`config.mk`:
```
export PLATFORM = sky130hd
export DESIGN_NAME = tcp_congestion_window_control_top
export DESIGN_NICKNAME = d
export VERILOG_FILES = /design/src/rtl/core/tcwc_pkg.sv /design/src/rtl/core/tcp_congestion_window_control_top.sv
export SDC_FILE = /design/constraint.sdc
export NUM_CORES = 1
export LEC_CHECK = 0
export ABC_AREA = 1
export BUFFER_PORTS_ARGS = -buffer_cell sky130_fd_sc_hd__buf_4
export CORE_UTILIZATION = 57
export DETAILED_ROUTE_END_ITERATION = 7
export PLACE_DENSITY = 0.77
export REMOVE_ABC_BUFFERS = 1
export SETUP_SLACK_MARGIN = 0.05
export SYNTH_ARGS = -nofsm -noshare
export SYNTH_HDL_FRONTEND = slang
export SYNTH_SLANG_ARGS = --single-unit
```
`constraint.sdc`:
```
create_clock -name clk -period 6.5 [get_ports clk]
set_input_delay 0.325 -clock clk [delete_from_list [all_inputs] [get_ports clk]]
set_output_delay 0.325 -clock clk [all_outputs]
set_load 0.02 [all_outputs]
```
`src/rtl/core/tcwc_pkg.sv`:
```
// Shared constants and types for the TCP congestion window controller.
`timescale 1ns / 1ps

package tcwc_pkg;

	localparam int unsigned WORD_W   = 32;
	localparam int unsigned MSS_W    = 16;
	localparam int unsigned MODE_W   = 2;
	localparam int unsigned PEER_W   = 16;
	localparam int unsigned DUP_W    = 2;
	localparam int unsigned PADDR_W  = 4;
	localparam int unsigned PDATA_W  = 32;
	localparam int unsigned DIV_STEPS = WORD_W;
	localparam int unsigned STEP_W   = $clog2(DIV_STEPS);

	localparam logic [MODE_W-1:0] MODE_ACK     = 2'd0;
	localparam logic [MODE_W-1:0] MODE_TIMEOUT = 2'd1;
	localparam logic [MODE_W-1:0] MODE_START   = 2'd2;

	localparam logic [DUP_W-1:0] DUP_LIMIT = 2'd3;

	typedef enum logic [1:0] {
		REG_MSS        = 2'd0,
		REG_INIT_WIN   = 2'd1,
		REG_INIT_THR   = 2'd2,
		REG_INIT_ACK   = 2'd3
	} reg_idx_t;

	localparam logic [MSS_W-1:0]  RST_MSS      = 16'd1400;
	localparam logic [WORD_W-1:0] RST_INIT_WIN = 32'd4200;
	localparam logic [WORD_W-1:0] RST_INIT_THR = 32'd8192;
	localparam logic [WORD_W-1:0] RST_INIT_ACK = 32'd0;

endpackage

```
`src/rtl/core/tcp_congestion_window_control_top.sv`:
```
// Congestion window controller: APB registers, window state and radix-2 serial divider.
//
//   channel  | handshake                         | payload
//   ---------+-----------------------------------+-------------------------------------------
//   item     | item_valid / item_ready           | mode, ack_value, peer_window
//   result   | result_valid / result_ready       | congestion_window, slow_start_threshold,
//            |                                   | retransmit, zero_window
//   config   | psel, penable, pwrite, pready     | paddr, pwdata, prdata
//
// Every item but a congestion-avoidance ack goes from exec straight to emit; such an ack
// passes multiply, an add and, between them, the 32-step one-bit-per-cycle divider
// that forms mss*mss/window. One item is in work at a time; the result register holds the
// previous item so a new item is taken while that result waits. A held result stalls only
// the final write of the next item's result. Reset clears window, threshold, last ack and
// duplicate count to zero and loads the register defaults.
`timescale 1ns / 1ps

module tcp_congestion_window_control_top (
	input  logic                              clk,
	input  logic                              arst_n,
	input  logic                              psel,
	input  logic                              penable,
	input  logic                              pwrite,
	input  logic [tcwc_pkg::PADDR_W-1:0]      paddr,
	input  logic [tcwc_pkg::PDATA_W-1:0]      pwdata,
	output logic [tcwc_pkg::PDATA_W-1:0]      prdata,
	output logic                              pready,
	input  logic                              item_valid,
	output logic                              item_ready,
	input  logic [tcwc_pkg::MODE_W-1:0]       mode,
	input  logic [tcwc_pkg::WORD_W-1:0]       ack_value,
	input  logic [tcwc_pkg::PEER_W-1:0]       peer_window,
	output logic                              result_valid,
	input  logic                              result_ready,
	output logic [tcwc_pkg::WORD_W-1:0]       congestion_window,
	output logic [tcwc_pkg::WORD_W-1:0]       slow_start_threshold,
	output logic                              retransmit,
	output logic                              zero_window
);
	import tcwc_pkg::*;

	typedef enum logic [2:0] {
		ST_IDLE,
		ST_EXEC,
		ST_MUL,
		ST_DIV,
		ST_ADD,
		ST_EMIT
	} state_t;

	state_t state_q;

	logic [MSS_W-1:0]  mss_q;
	logic [WORD_W-1:0] init_win_q;
	logic [WORD_W-1:0] init_thr_q;
	logic [WORD_W-1:0] init_ack_q;

	logic [WORD_W-1:0] win_q;
	logic [WORD_W-1:0] thr_q;
	logic [WORD_W-1:0] last_ack_q;
	logic [DUP_W-1:0]  dup_q;

	logic [MODE_W-1:0] mode_q;
	logic [WORD_W-1:0] ack_q;
	logic [PEER_W-1:0] peer_q;
	logic              rt_q;
	logic              zw_q;

	logic [WORD_W-1:0] quo_q;
	logic [WORD_W-1:0] rem_q;
	logic [STEP_W-1:0] step_q;

	logic              res_valid_q;
	logic [WORD_W-1:0] res_win_q;
	logic [WORD_W-1:0] res_thr_q;
	logic              res_rt_q;
	logic              res_zw_q;

	logic              cfg_wr;
	reg_idx_t          cfg_idx;

	logic [WORD_W-1:0] half_win;
	logic [WORD_W-1:0] mss_word;
	logic [WORD_W:0]   grow_sum;
	logic [WORD_W-1:0] grow_add;
	logic [WORD_W-1:0] grow_sat;
	logic [DUP_W-1:0]  dup_inc;
	logic [WORD_W-1:0] sq;
	logic [WORD_W:0]   rem_shift;
	logic              trial_ge;
	logic [WORD_W:0]   rem_diff;

	logic [WORD_W-1:0] x_win;
	logic [WORD_W-1:0] x_thr;
	logic [WORD_W-1:0] x_last;
	logic [DUP_W-1:0]  x_dup;
	logic              x_rt;
	logic              x_zw;
	logic              x_div;

	assign pready  = 1'b1;
	assign cfg_wr  = psel & penable & pwrite & pready;
	assign cfg_idx = reg_idx_t'(paddr[3:2]);

	always_comb begin
		case (cfg_idx)
			REG_MSS:      prdata = {{(PDATA_W-MSS_W){1'b0}}, mss_q};
			REG_INIT_WIN: prdata = init_win_q;
			REG_INIT_THR: prdata = init_thr_q;
			REG_INIT_ACK: prdata = init_ack_q;
			default:      prdata = '0;
		endcase
	end

	assign item_ready = (state_q == ST_IDLE);

	assign result_valid         = res_valid_q;
	assign congestion_window    = res_win_q;
	assign slow_start_threshold = res_thr_q;
	assign retransmit           = res_rt_q;
	assign zero_window          = res_zw_q;

	assign half_win = win_q >> 1;
	assign mss_word = {{(WORD_W-MSS_W){1'b0}}, mss_q};
	assign dup_inc  = dup_q + 1'b1;

	// One adder serves slow-start growth and the avoidance step after the divide.
	assign grow_add = (state_q == ST_ADD) ? quo_q : mss_word;
	assign grow_sum = {1'b0, win_q} + {1'b0, grow_add};
	assign grow_sat = grow_sum[WORD_W] ? '1 : grow_sum[WORD_W-1:0];

	assign sq = mss_word * mss_word;

	// Restoring divide: shift in one dividend bit per cycle, quotient bits shift in behind.
	assign rem_shift = {rem_q, quo_q[WORD_W-1]};
	assign rem_diff  = rem_shift - {1'b0, win_q};
	assign trial_ge  = (rem_shift >= {1'b0, win_q});

	always_comb begin
		x_win  = win_q;
		x_thr  = thr_q;
		x_last = last_ack_q;
		x_dup  = dup_q;
		x_rt   = 1'b0;
		x_zw   = 1'b0;
		x_div  = 1'b0;
		case (mode_q)
			MODE_START: begin
				x_win  = init_win_q;
				x_thr  = init_thr_q;
				x_last = init_ack_q;
				x_dup  = '0;
			end
			MODE_TIMEOUT: begin
				x_thr = half_win;
				x_win = (mss_word < half_win) ? mss_word : half_win;
				x_rt  = 1'b1;
			end
			MODE_ACK: begin
				x_last = ack_q;
				if (peer_q == '0) begin
					x_zw = 1'b1;
					x_rt = 1'b1;
				end else if (ack_q == last_ack_q) begin
					if (dup_inc == DUP_LIMIT) begin
						x_thr = half_win;
						x_win = half_win + 1'b1;
						x_dup = '0;
						x_rt  = 1'b1;
					end else begin
						x_dup = dup_inc;
					end
				end else begin
					x_dup = '0;
					if (win_q <= thr_q) begin
						x_win = grow_sat;
					end else begin
						x_div = 1'b1;
					end
				end
			end
			default: begin
			end
		endcase
	end

	always_ff @(posedge clk or negedge arst_n) begin
		if (!arst_n) begin
			state_q     <= ST_IDLE;
			mss_q       <= RST_MSS;
			init_win_q  <= RST_INIT_WIN;
			init_thr_q  <= RST_INIT_THR;
			init_ack_q  <= RST_INIT_ACK;
			win_q       <= '0;
			thr_q       <= '0;
			last_ack_q  <= '0;
			dup_q       <= '0;
			step_q      <= '0;
			res_valid_q <= 1'b0;
		end else begin
			if (cfg_wr) begin
				case (cfg_idx)
					REG_MSS:      mss_q      <= pwdata[MSS_W-1:0];
					REG_INIT_WIN: init_win_q <= pwdata;
					REG_INIT_THR: init_thr_q <= pwdata;
					REG_INIT_ACK: init_ack_q <= pwdata;
					default: begin
					end
				endcase
			end

			// the emit step reloads the result register itself
			if (res_valid_q && result_ready && (state_q != ST_EMIT)) begin
				res_valid_q <= 1'b0;
			end

			case (state_q)
				ST_IDLE: begin
					if (item_valid) begin
						mode_q  <= mode;
						ack_q   <= ack_value;
						peer_q  <= peer_window;
						state_q <= ST_EXEC;
					end
				end
				ST_EXEC: begin
					win_q      <= x_win;
					thr_q      <= x_thr;
					last_ack_q <= x_last;
					dup_q      <= x_dup;
					rt_q       <= x_rt;
					zw_q       <= x_zw;
					state_q    <= x_div ? ST_MUL : ST_EMIT;
				end
				ST_MUL: begin
					quo_q   <= sq;
					rem_q   <= '0;
					step_q  <= '0;
					state_q <= ST_DIV;
				end
				ST_DIV: begin
					rem_q  <= trial_ge ? rem_diff[WORD_W-1:0] : rem_shift[WORD_W-1:0];
					quo_q  <= {quo_q[WORD_W-2:0], trial_ge};
					step_q <= step_q + 1'b1;
					if (step_q == STEP_W'(DIV_STEPS - 1)) begin
						state_q <= ST_ADD;
					end
				end
				ST_ADD: begin
					win_q   <= grow_sat;
					state_q <= ST_EMIT;
				end
				ST_EMIT: begin
					// hold until the result register is free
					if (!res_valid_q || result_ready) begin
						res_valid_q <= 1'b1;
						res_win_q   <= win_q;
						res_thr_q   <= thr_q;
						res_rt_q    <= rt_q;
						res_zw_q    <= zw_q;
						state_q     <= ST_IDLE;
					end
				end
				default: begin
					state_q <= ST_IDLE;
				end
			endcase
		end
	end

`ifndef ASSERT_OFF
	a_step_idle: assert property (@(posedge clk) disable iff (!arst_n)
		(state_q != ST_DIV) |-> (step_q == '0) || ($past(state_q) == ST_DIV))
		else $error("divider step count left running outside the divide");

	a_dup_below_limit: assert property (@(posedge clk) disable iff (!arst_n)
		dup_q != DUP_LIMIT)
		else $error("duplicate count reached the limit without a halving");

	a_result_from_emit: assert property (@(posedge clk) disable iff (!arst_n)
		$rose(result_valid) |-> $past(state_q == ST_EMIT))
		else $error("result raised outside the emit step");

	a_accept_busy: assert property (@(posedge clk) disable iff (!arst_n)
		(item_valid && item_ready) |=> !item_ready)
		else $error("second item taken while one is in work");
`endif

endmodule
```
======== Yosys cells after proc, flatten, opt, wreduce, memory -nomap -nowiden ========
Cells that the tools add are included.
storage, ports and cells
  register bits after elaboration ......... 401
  bits of input ports ..................... 93
  output and inout port bits .............. 101
  logic and storage cells ................. 122
cells by class
  add/subtract/negate cells ............... 5
  multiply operators ...................... 1
  $lt $le $gt $ge ......................... 3
  equality and inequality tests ........... 24
  mux-type cells .......................... 40
  bitwise logic cells ..................... 2
  reductions and logical operators ........ 25
operators with widths
  kind                     number
  $mux W32                 10
  $pmux W32 S2             4
  $pmux W32 S3             2
  $pmux W32 S4             1
  $add A32 B32 Y33         1
  $ge A33 B32 Y1           1
  $add A31 B1 Y32 const B  1
  $eq A32 B32 Y1           1
  $le A32 B32 Y1           1
  $mul A16 B16 Y32         1
  $sub A32 B32 Y32         1
  $lt A16 B31 Y1           1
  $mux W31                 1
  $pmux W3 S6              1
  $logic_not A16 Y1        1
  $reduce_and A2 Y1        7
  $mux W3                  4
  $ne A2 B2 Y1 const B     6
  $reduce_and A3 Y1        4
  $mux W1                  11
  $pmux W5 S2              1
  $reduce_and A5 Y1        2
  $eq A2 B2 Y1 const B     4
  $ne A4 B4 Y1 const B     2
  other kinds (20)         31

======== Longest topological paths before layout ========
Gate-level depths: netlist (run 1).
  depth in word-level cells ............... 9
  depth in mapped cells ................... 27
  gate-level depth less buffers ........... 25

======== Worst setup path before layout (run 1) ========
No wires, ideal clock.
  kind .................................... flip-flop to flip-flop
  from .................................... register mss_q[4]
  to ...................................... register quo_q[25] (data pin)
  setup time .............................. 254 ps
  arrival time ............................ 5876 ps
  required time ........................... 6246 ps
  slack ................................... 371 ps
  stages on the path, launching flop included .. 22
  buffers on the path ..................... 2
  clock period less this slack ............ 6129 ps
  cells stage by stage .................... dfstp_2 > clkbuf_1 > clkbuf_1 > nand2_1 > fa_1 > inv_1 > fa_1 > fa_1 > fa_1 > fa_1 > inv_1 > fa_1 > inv_1 > ha_1 > a21oi_1 > nand2_1 > a21oi_1 > nand3_1 > a21o_1 > or2_2 > nand3_1 > nand2_1
between the ends
  cells in the longest elaborated chain, start to end .. 2
RTL lines
  what                      RTL line                                  text
  start: declaration        tcp_congestion_window_control_top.sv:53   logic [MSS_W-1:0] mss_q;
  start signal: assignment  tcp_congestion_window_control_top.sv:203  REG_MSS: mss_q <= pwdata[MSS_W-1:0];
  $mul A16 B16 Y32          tcp_congestion_window_control_top.sv:132  assign sq = mss_word * mss_word;
  $pmux W32 S2              tcp_congestion_window_control_top.sv:217  case (state_q)
  end signal: assignment    tcp_congestion_window_control_top.sv:236  quo_q <= sq;
  end signal: assignment    tcp_congestion_window_control_top.sv:243  quo_q <= {quo_q[WORD_W-2:0], trial_ge};
  end: declaration          tcp_congestion_window_control_top.sv:69   logic [WORD_W-1:0] quo_q;
No other way between the ends.
A chain may end at the register's enable or synchronous reset.

======== Worst setup path after layout (run 1) ========
  from .................................... register mss_q[6]
  to ...................................... register quo_q[25] (data pin)
Same word-level chain as after synthesis.

==> results.ini, run 1 <==
[run_status]
status=complete, no violations

[critical_path]
reg2reg_from=mss_q[6]
r2r_cells=23
cp-end-kind=flip-flop
cp_data_arrival_time_ns=6.52
reg2reg_slack_ns=0.33
critPathLaunchType=flip-flop
cp_data_required_time_ns=6.85
crit_fanout=11
r2r-end=quo_q[25]
path_class=flip-flop to flip-flop

[layout]
syn_to_final_growth_pct=13.8
most-common-layout-cells=nand2_1 (1184), inv_1 (760), nor2_1 (357), buf_4 (241), ha_1 (218)
fillers=4773
finish.utilization_pct=65.7
drive_gt1_share_pct=9.06
nets=4998
instances_no_fill=5314
layout_commonest_cell=nand2_1

[placement]
place_congestion=1.00
hpwl_um=81400
port_buffers=190
placed_cells=5147

[detailed_routing]
finalWirelength_um=108000
dr.pass1.iters=6
vias=30100
drt_iter0_drc=2962
ant_nets=0
vias_per_cell=5.66
wire_per_inst_um=20.2
drc=0

[clock_tree]
clk_latency_ns=0.60
h-tree-depth=2
cts_buffer_depth=3
cts.clk_slew.worst_paths_ns=0.06
cts_tree=yes
cts_inserted_buffers=44
cts.sinks=401
clk_root_buffer_cell=clkbuf_16

[floorplan]
die_h_um=241
ios=194
start_util_pct=57.7
row_count=87
core_um2=56500
die_w_um=241
die_area_um2=58200

[synth]
syn_area_per_cell_um2=7.61
netlist_top_cells_area=edfxtp_1 (17%), dfrtp_1 (16%), nand2_1 (14%), fa_1 (10%), inv_1 (8.7%)
yosys_register_bits=401
synth-edff-count=182
yosys_warnings=0
ys_async_sr_fraction_pct=54.6
synth_cell_types=58
ys.flop_type=dfrtp_1
syn_inst=4288
yosysSeqAreaShare_pct=33.6
synth_top_area_share_pct=16.8
netlist_area_um2=32600
synth_top_area_cell=edfxtp_1

[power_and_ir_drop]
power_density_nw_per_um2=531
p_leak_uw=0.0188
peakVddDrop_v=0.000556
power.total_uw=19700

[sta]
tns_ns=0
finalCritPeriodShare_pct=94.9
setup_viol=0
period_needed_ns=6.17
timing.final.hold_violations=0
fin_skew_ns=0.0166
rsz0062_at_grt=false
clock.fmax_mhz=162
slew_violations=0
slew_headroom_pct=24.5
tightest_slew_ns=1.13

[global_routing]
grt_use_total_pct=37.3
antenna_found_initial=1
grt_pass1_vias=29300
grt_max_degree=124
grt-ovfl-total=0
grt_pass1_wl_um=164000

[job]
cap_violations=0

[worst_hold_path]
hold_path_class=primary input to flip-flop
hp-start=pwdata[27]
hold_path_depth=3
worstHoldEndpoint=init_win_q[27]

==> critical path, cell delays in order (launching register included) <==
cell and delay [ns]:
dfstp_2 0.64, buf_2 0.25, buf_4 0.25, nand2_1 0.10, fa_1 0.54, inv_1 0.07
fa_1 0.55, ha_1 0.14, inv_1 0.05, fa_1 0.52, fa_1 0.46, fa_1 0.55
inv_1 0.04, ha_1 0.36, a21oi_1 0.34, o21ai_0 0.15, nand2_1 0.08, nand2_1 0.05
nand2_1 0.05, nand3_1 0.12, a21o_1 0.20, or2_2 0.27, nand3_1 0.07, nand2_1 0.06
==> cell usage after synthesis (17+ instances only) <==
| library cell | instances |
|---|---|
| a21oi_1 | 148 |
| buf_1 | 17 |
| buf_2 | 28 |
| clkbuf_1 | 82 |
| dfrtp_1 | 208 |
| edfxtp_1 | 182 |
| fa_1 | 166 |
| ha_1 | 219 |
| inv_1 | 760 |
| inv_2 | 19 |
| nand2_1 | 1184 |
| nand3_1 | 206 |
| nand4_1 | 57 |
| nor2_1 | 365 |
| nor3_1 | 38 |
| o2111ai_1 | 17 |
| o211ai_1 | 60 |
| o21ai_0 | 212 |
| o21ai_1 | 47 |
| o21bai_1 | 19 |
| xnor2_1 | 28 |
| xor2_1 | 61 |
==> per-stage QoR <==
step | setup WS [ns] | hold WS, ns | cell area (um^2)
after floorplan | 0.745 | 0.0294 | 32000
after global placement | 0.400 | 0.250 | 34800
after detailed placement | 0.305 | 0.252 | 34800
after CTS | 0.276 | 0.00486 | 37100
after global routing | 0.0642 | 0.0224 | 37100
final | 0.329 | 0.0301 | 37100
==> how the worst max path moves through the flow <==
stage | depth (start not counted) | start | end | slack, ns
after floorplan | 19 | mss_q[4] | quo_q[25] | 0.75
after global placement | 22 | mss_q[7] | quo_q[25] | 0.40
after detailed placement | 22 | mss_q[7] | quo_q[25] | 0.30
after CTS | 22 | mss_q[7] | quo_q[25] | 0.28
after global routing | 25 | mss_q[8] | quo_q[28] | 0.06
final | 23 | mss_q[6] | quo_q[25] | 0.33
==> cell type report <==
| cell class | count | area, um^2 | share of cell area (%) |
|---|---|---|---|
| clock inverter | 22 | 210 | 0.566 |
| clock buffer | 60 | 1230 | 3.32 |
| inverter | 780 | 2930 | 7.89 |
| antenna | 2 | 5.00 | 0.0135 |
| sequential | 401 | 11000 | 29.5 |
| multi-input combinational | 2967 | 18200 | 48.9 |
| tap | 756 | 946 | 2.55 |
| timing repair buffer | 326 | 2670 | 7.19 |
==> registers in the layout (all words and copies together), names as in the netlist, 2 cells and up <==
register / cells
ack_q: 32
congestion_window: 32
init_ack_q: 32
init_thr_q: 32
init_win_q: 32
last_ack_q: 32
quo_q: 32
rem_q: 32
slow_start_threshold: 32
thr_q: 32
win_q: 32
mss_q: 16
peer_q: 16
step_q: 5
state_q: 3
dup_q: 2
mode_q: 2
==> cells by family (layout without fill, tap and decap cells) <==
logic type	count (synthesis)	in the layout	share of synthesized area, %
compound gates	568	568	10.1
xor+xnor	89	89	2.39
fa+ha+maj	385	385	18.6
buf+inv	920	1188	10.9
flops	401	401	33.6
mux	13	13	0.449
other cells	1	3	0.0115
simple gates	1911	1911	24.0
==> metal layers <==
layer	share of wire [%]	track usage, %
met5	0	0
met4	4.9	16.6
met2	46	61.0
met3	9.0	6.98
met1	40	48.3
==> power by group <==
part / leakage [uW] / internal (uW) / switching (uW) / total (uW)
clock: 0.000707 / 1430 / 1130 / 2560
combinational: 0.0138 / 4380 / 8380 / 12800
sequential: 0.00430 / 3610 / 776 / 4390
total: 0.0188 / 9420 / 10300 / 19700
==> timing repair <==
action	in CTS	in global routing
resized for setup	0	4
hold buffers	82	0
buffers inserted	0	1
endpoints found under the setup margin	0	3
endpoints found under the hold margin	151	0
Note: power is estimated with default switching activity, not from simulation.
==> run 2, diff against run 1 <==
--- a/config.mk
+++ b/config.mk
@@ -7,9 +7,9 @@
 export LEC_CHECK = 0
 export ABC_AREA = 1
 export BUFFER_PORTS_ARGS = -buffer_cell sky130_fd_sc_hd__buf_4
-export CORE_UTILIZATION = 57
+export CORE_UTILIZATION = 50
 export DETAILED_ROUTE_END_ITERATION = 7
-export PLACE_DENSITY = 0.77
+export PLACE_DENSITY = 0.7
 export REMOVE_ABC_BUFFERS = 1
 export SETUP_SLACK_MARGIN = 0.05
 export SYNTH_ARGS = -nofsm -noshare
==> run 2 against run 1 <==
Flip-flop and latch count is the same. Maximum frequency grew 0.82%. Final cell count grew 1.8%. Wire length shrank 1.8%. Die area grew 14%. Register-to-register slack gained 0.05 ns. Clock skew grew 0.013 ns. Largest power group unchanged. Highest routed layer unchanged.
==> results.ini, run 2 (synthesis gave the netlist of run 1 again) <==
[run_status]
status=complete, no violations

[sta]
fin_skew_ns=0.0298  ; +0.0133 ns
period_needed_ns=6.12  ; -0.0500 ns
rsz0062_at_grt=false
tightest_slew_ns=1.10  ; -0.0356 ns
setup_ws_ns=0.379  ; +0.0500 ns
timing.final.hold_violations=0  ; unchanged
slew_violations=0  ; unchanged
clock.fmax_mhz=163  ; +0.82%
setup_viol=0  ; unchanged
tns_ns=0  ; unchanged
slew_headroom_pct=26.8  ; +2.3 points
finalCritPeriodShare_pct=94.2  ; -0.77 points

[job]
cap_violations=0  ; unchanged

[clock_tree]
cts_tree=yes
cts.sinks=401  ; unchanged
cts_buffer_depth=3  ; unchanged
cts.clk_slew.worst_paths_ns=0.07  ; about the same
clk_root_buffer_cell=clkbuf_16
post_cts.repair.setup_buffers=0  ; unchanged
clk_latency_ns=0.60  ; about the same
cts_inserted_buffers=44  ; unchanged
h-tree-depth=2  ; unchanged

[global_routing]
grt_pass1_wl_um=164000  ; about the same
grt-ovfl-total=0  ; unchanged
grt_pass1_vias=28700  ; -2.0%
antenna_found_initial=2  ; +1
grt_use_total_pct=32.1  ; -5.2 points
grt_max_degree=74  ; -40%

[placement]
post-place-ws_ns=0.292  ; -0.0126 ns
place_congestion=0.997  ; -0.44%
port_buffers=190  ; unchanged
hpwl_um=81000  ; -0.50%
placed_area_um2=35000  ; +0.38%

[detailed_routing]
drc=0  ; unchanged
vias=29300  ; -2.6%
ant_nets=0  ; unchanged
wire_per_inst_um=19.5  ; -3.5%
vias_per_cell=5.42  ; -4.3%
dr.pass1.iters=6  ; unchanged
drt_iter0_drc=2600  ; -12%
finalWirelength_um=106000  ; -1.8%

[floorplan]
core_um2=64500  ; +14%
die_w_um=257  ; +6.7%
ios=194  ; unchanged
die_area_um2=66300  ; +14%
die_h_um=257  ; +6.7%
start_util_pct=50.6  ; -7.1 points
row_count=93  ; +6.9%

[critical_path]
cp_data_arrival_time_ns=6.46  ; -0.06 ns
slowest_delay_ns=0.68  ; +0.04 ns
cp_common_cell=fa_1
r2r_cells=22  ; -4.3%
cp-end-kind=flip-flop
r2r-end=quo_q[25]
critPathLaunchType=flip-flop
reg2reg_from=mss_q[8]
path_class=flip-flop to flip-flop
crit_fanout=9  ; -2
path_cells=nand2_1, fa_1, inv_1, fa_1, inv_1, fa_1, inv_1, fa_1, fa_1, inv_1, fa_1, inv_1, ha_1, a21o_1, nand2_1, nand2_1, a21oi_1, nand3_1, a21o_1, or2_2, nand3_1, nand2_1
cp_data_required_time_ns=6.84  ; about the same
slowest_stage=dfstp_2
reg2reg_slack_ns=0.38  ; +0.05 ns

[layout]
stdcell_area_um2=37300  ; +0.35%
syn_to_final_growth_pct=14.2
layout_commonest_cell=nand2_1
finish.utilization_pct=57.8  ; -7.9 points
drive_gt1_share_pct=9.03  ; -0.038 points
most-common-layout-cells=nand2_1 (1184), inv_1 (760), nor2_1 (357), buf_4 (238), ha_1 (218)
nets=4996  ; -0.040%

[worst_hold_path]
hold_path_class=primary input to flip-flop
hp-start=result_ready
hold_path_depth=4  ; +1
worstHoldEndpoint=result_valid

[power_and_ir_drop]
peakVddDrop_v=0.000511  ; -8.1%
p_leak_uw=0.0188  ; about the same
power_density_nw_per_um2=526  ; -0.97%
power.total_uw=19600  ; -0.62%

-- run 2: layout make-up --
type | instances | area, um^2
inverters | 780 | 2930
multi-input cells | 2967 | 18200
clock buffers | 59 | 1250
flip-flops and latches | 401 | 11000
clock inverters | 22 | 183
well taps | 855 | 1070
fillers | 5936 | 27200
repair buffers | 324 | 2670
diodes | 1 | 2.50
-- run 2: worst max path at each step --
stage | from | end | slack (ns)
6_report | mss_q[8] | quo_q[25] | 0.38
5_1_grt | mss_q[8] | quo_q[26] | 0.05
4_1_cts | mss_q[9] | quo_q[28] | 0.26
3_5_place_dp | mss_q[10] | quo_q[25] | 0.29
3_3_place_gp | mss_q[9] | quo_q[28] | 0.31
2_1_floorplan | mss_q[4] | quo_q[25] | 0.75
-- run 2: power by group --
part           internal [uW]  switching [uW]  leakage [uW]  total, uW
Clock                   1410            1120      0.000701       2530
Sequential              3610             808       0.00430       4420
Combinational           4390            8250        0.0138      12600
-- run 2: critical path, delay by kind of cell (launching register included) --
| kind | cells | cell delay (ns) |
|---|---|---|
| buffers and inverters | 5 | 0.26 |
| flip-flops | 1 | 0.68 |
| AO/OA/AOI/OAI | 3 | 0.58 |
| adder cells (fa/ha/maj) | 7 | 3.50 |
| AND/OR/NAND/NOR | 7 | 0.83 |
-- run 2: repair_timing --
| action | 4_1_cts | 5_1_grt |
|---|---|---|
| setup endpoints to repair | 0 | 6 |
| gates resized for setup | 0 | 7 |
| hold buffers | 83 | 0 |
| endpoints found under the hold margin | 154 | 0 |
-- run 2: per-stage QoR --
stage                     std cells  hold WS, ns
after floorplan                4148       0.0294
after global placement         5244        0.299
after detailed placement       5244        0.295
after CTS                      5408       0.0187
after global routing           5408       0.0629
final                          5409       0.0286
-- run 2: metal layers --
layer  global-route usage [%]  up-vias  wire [um]
met4                     11.6        0       3940
met3                     4.97      224       8450
met2                     53.1     1176      49400
li1                         -    14100          -
met1                     42.6    13800      43800
met5                        0        -          0
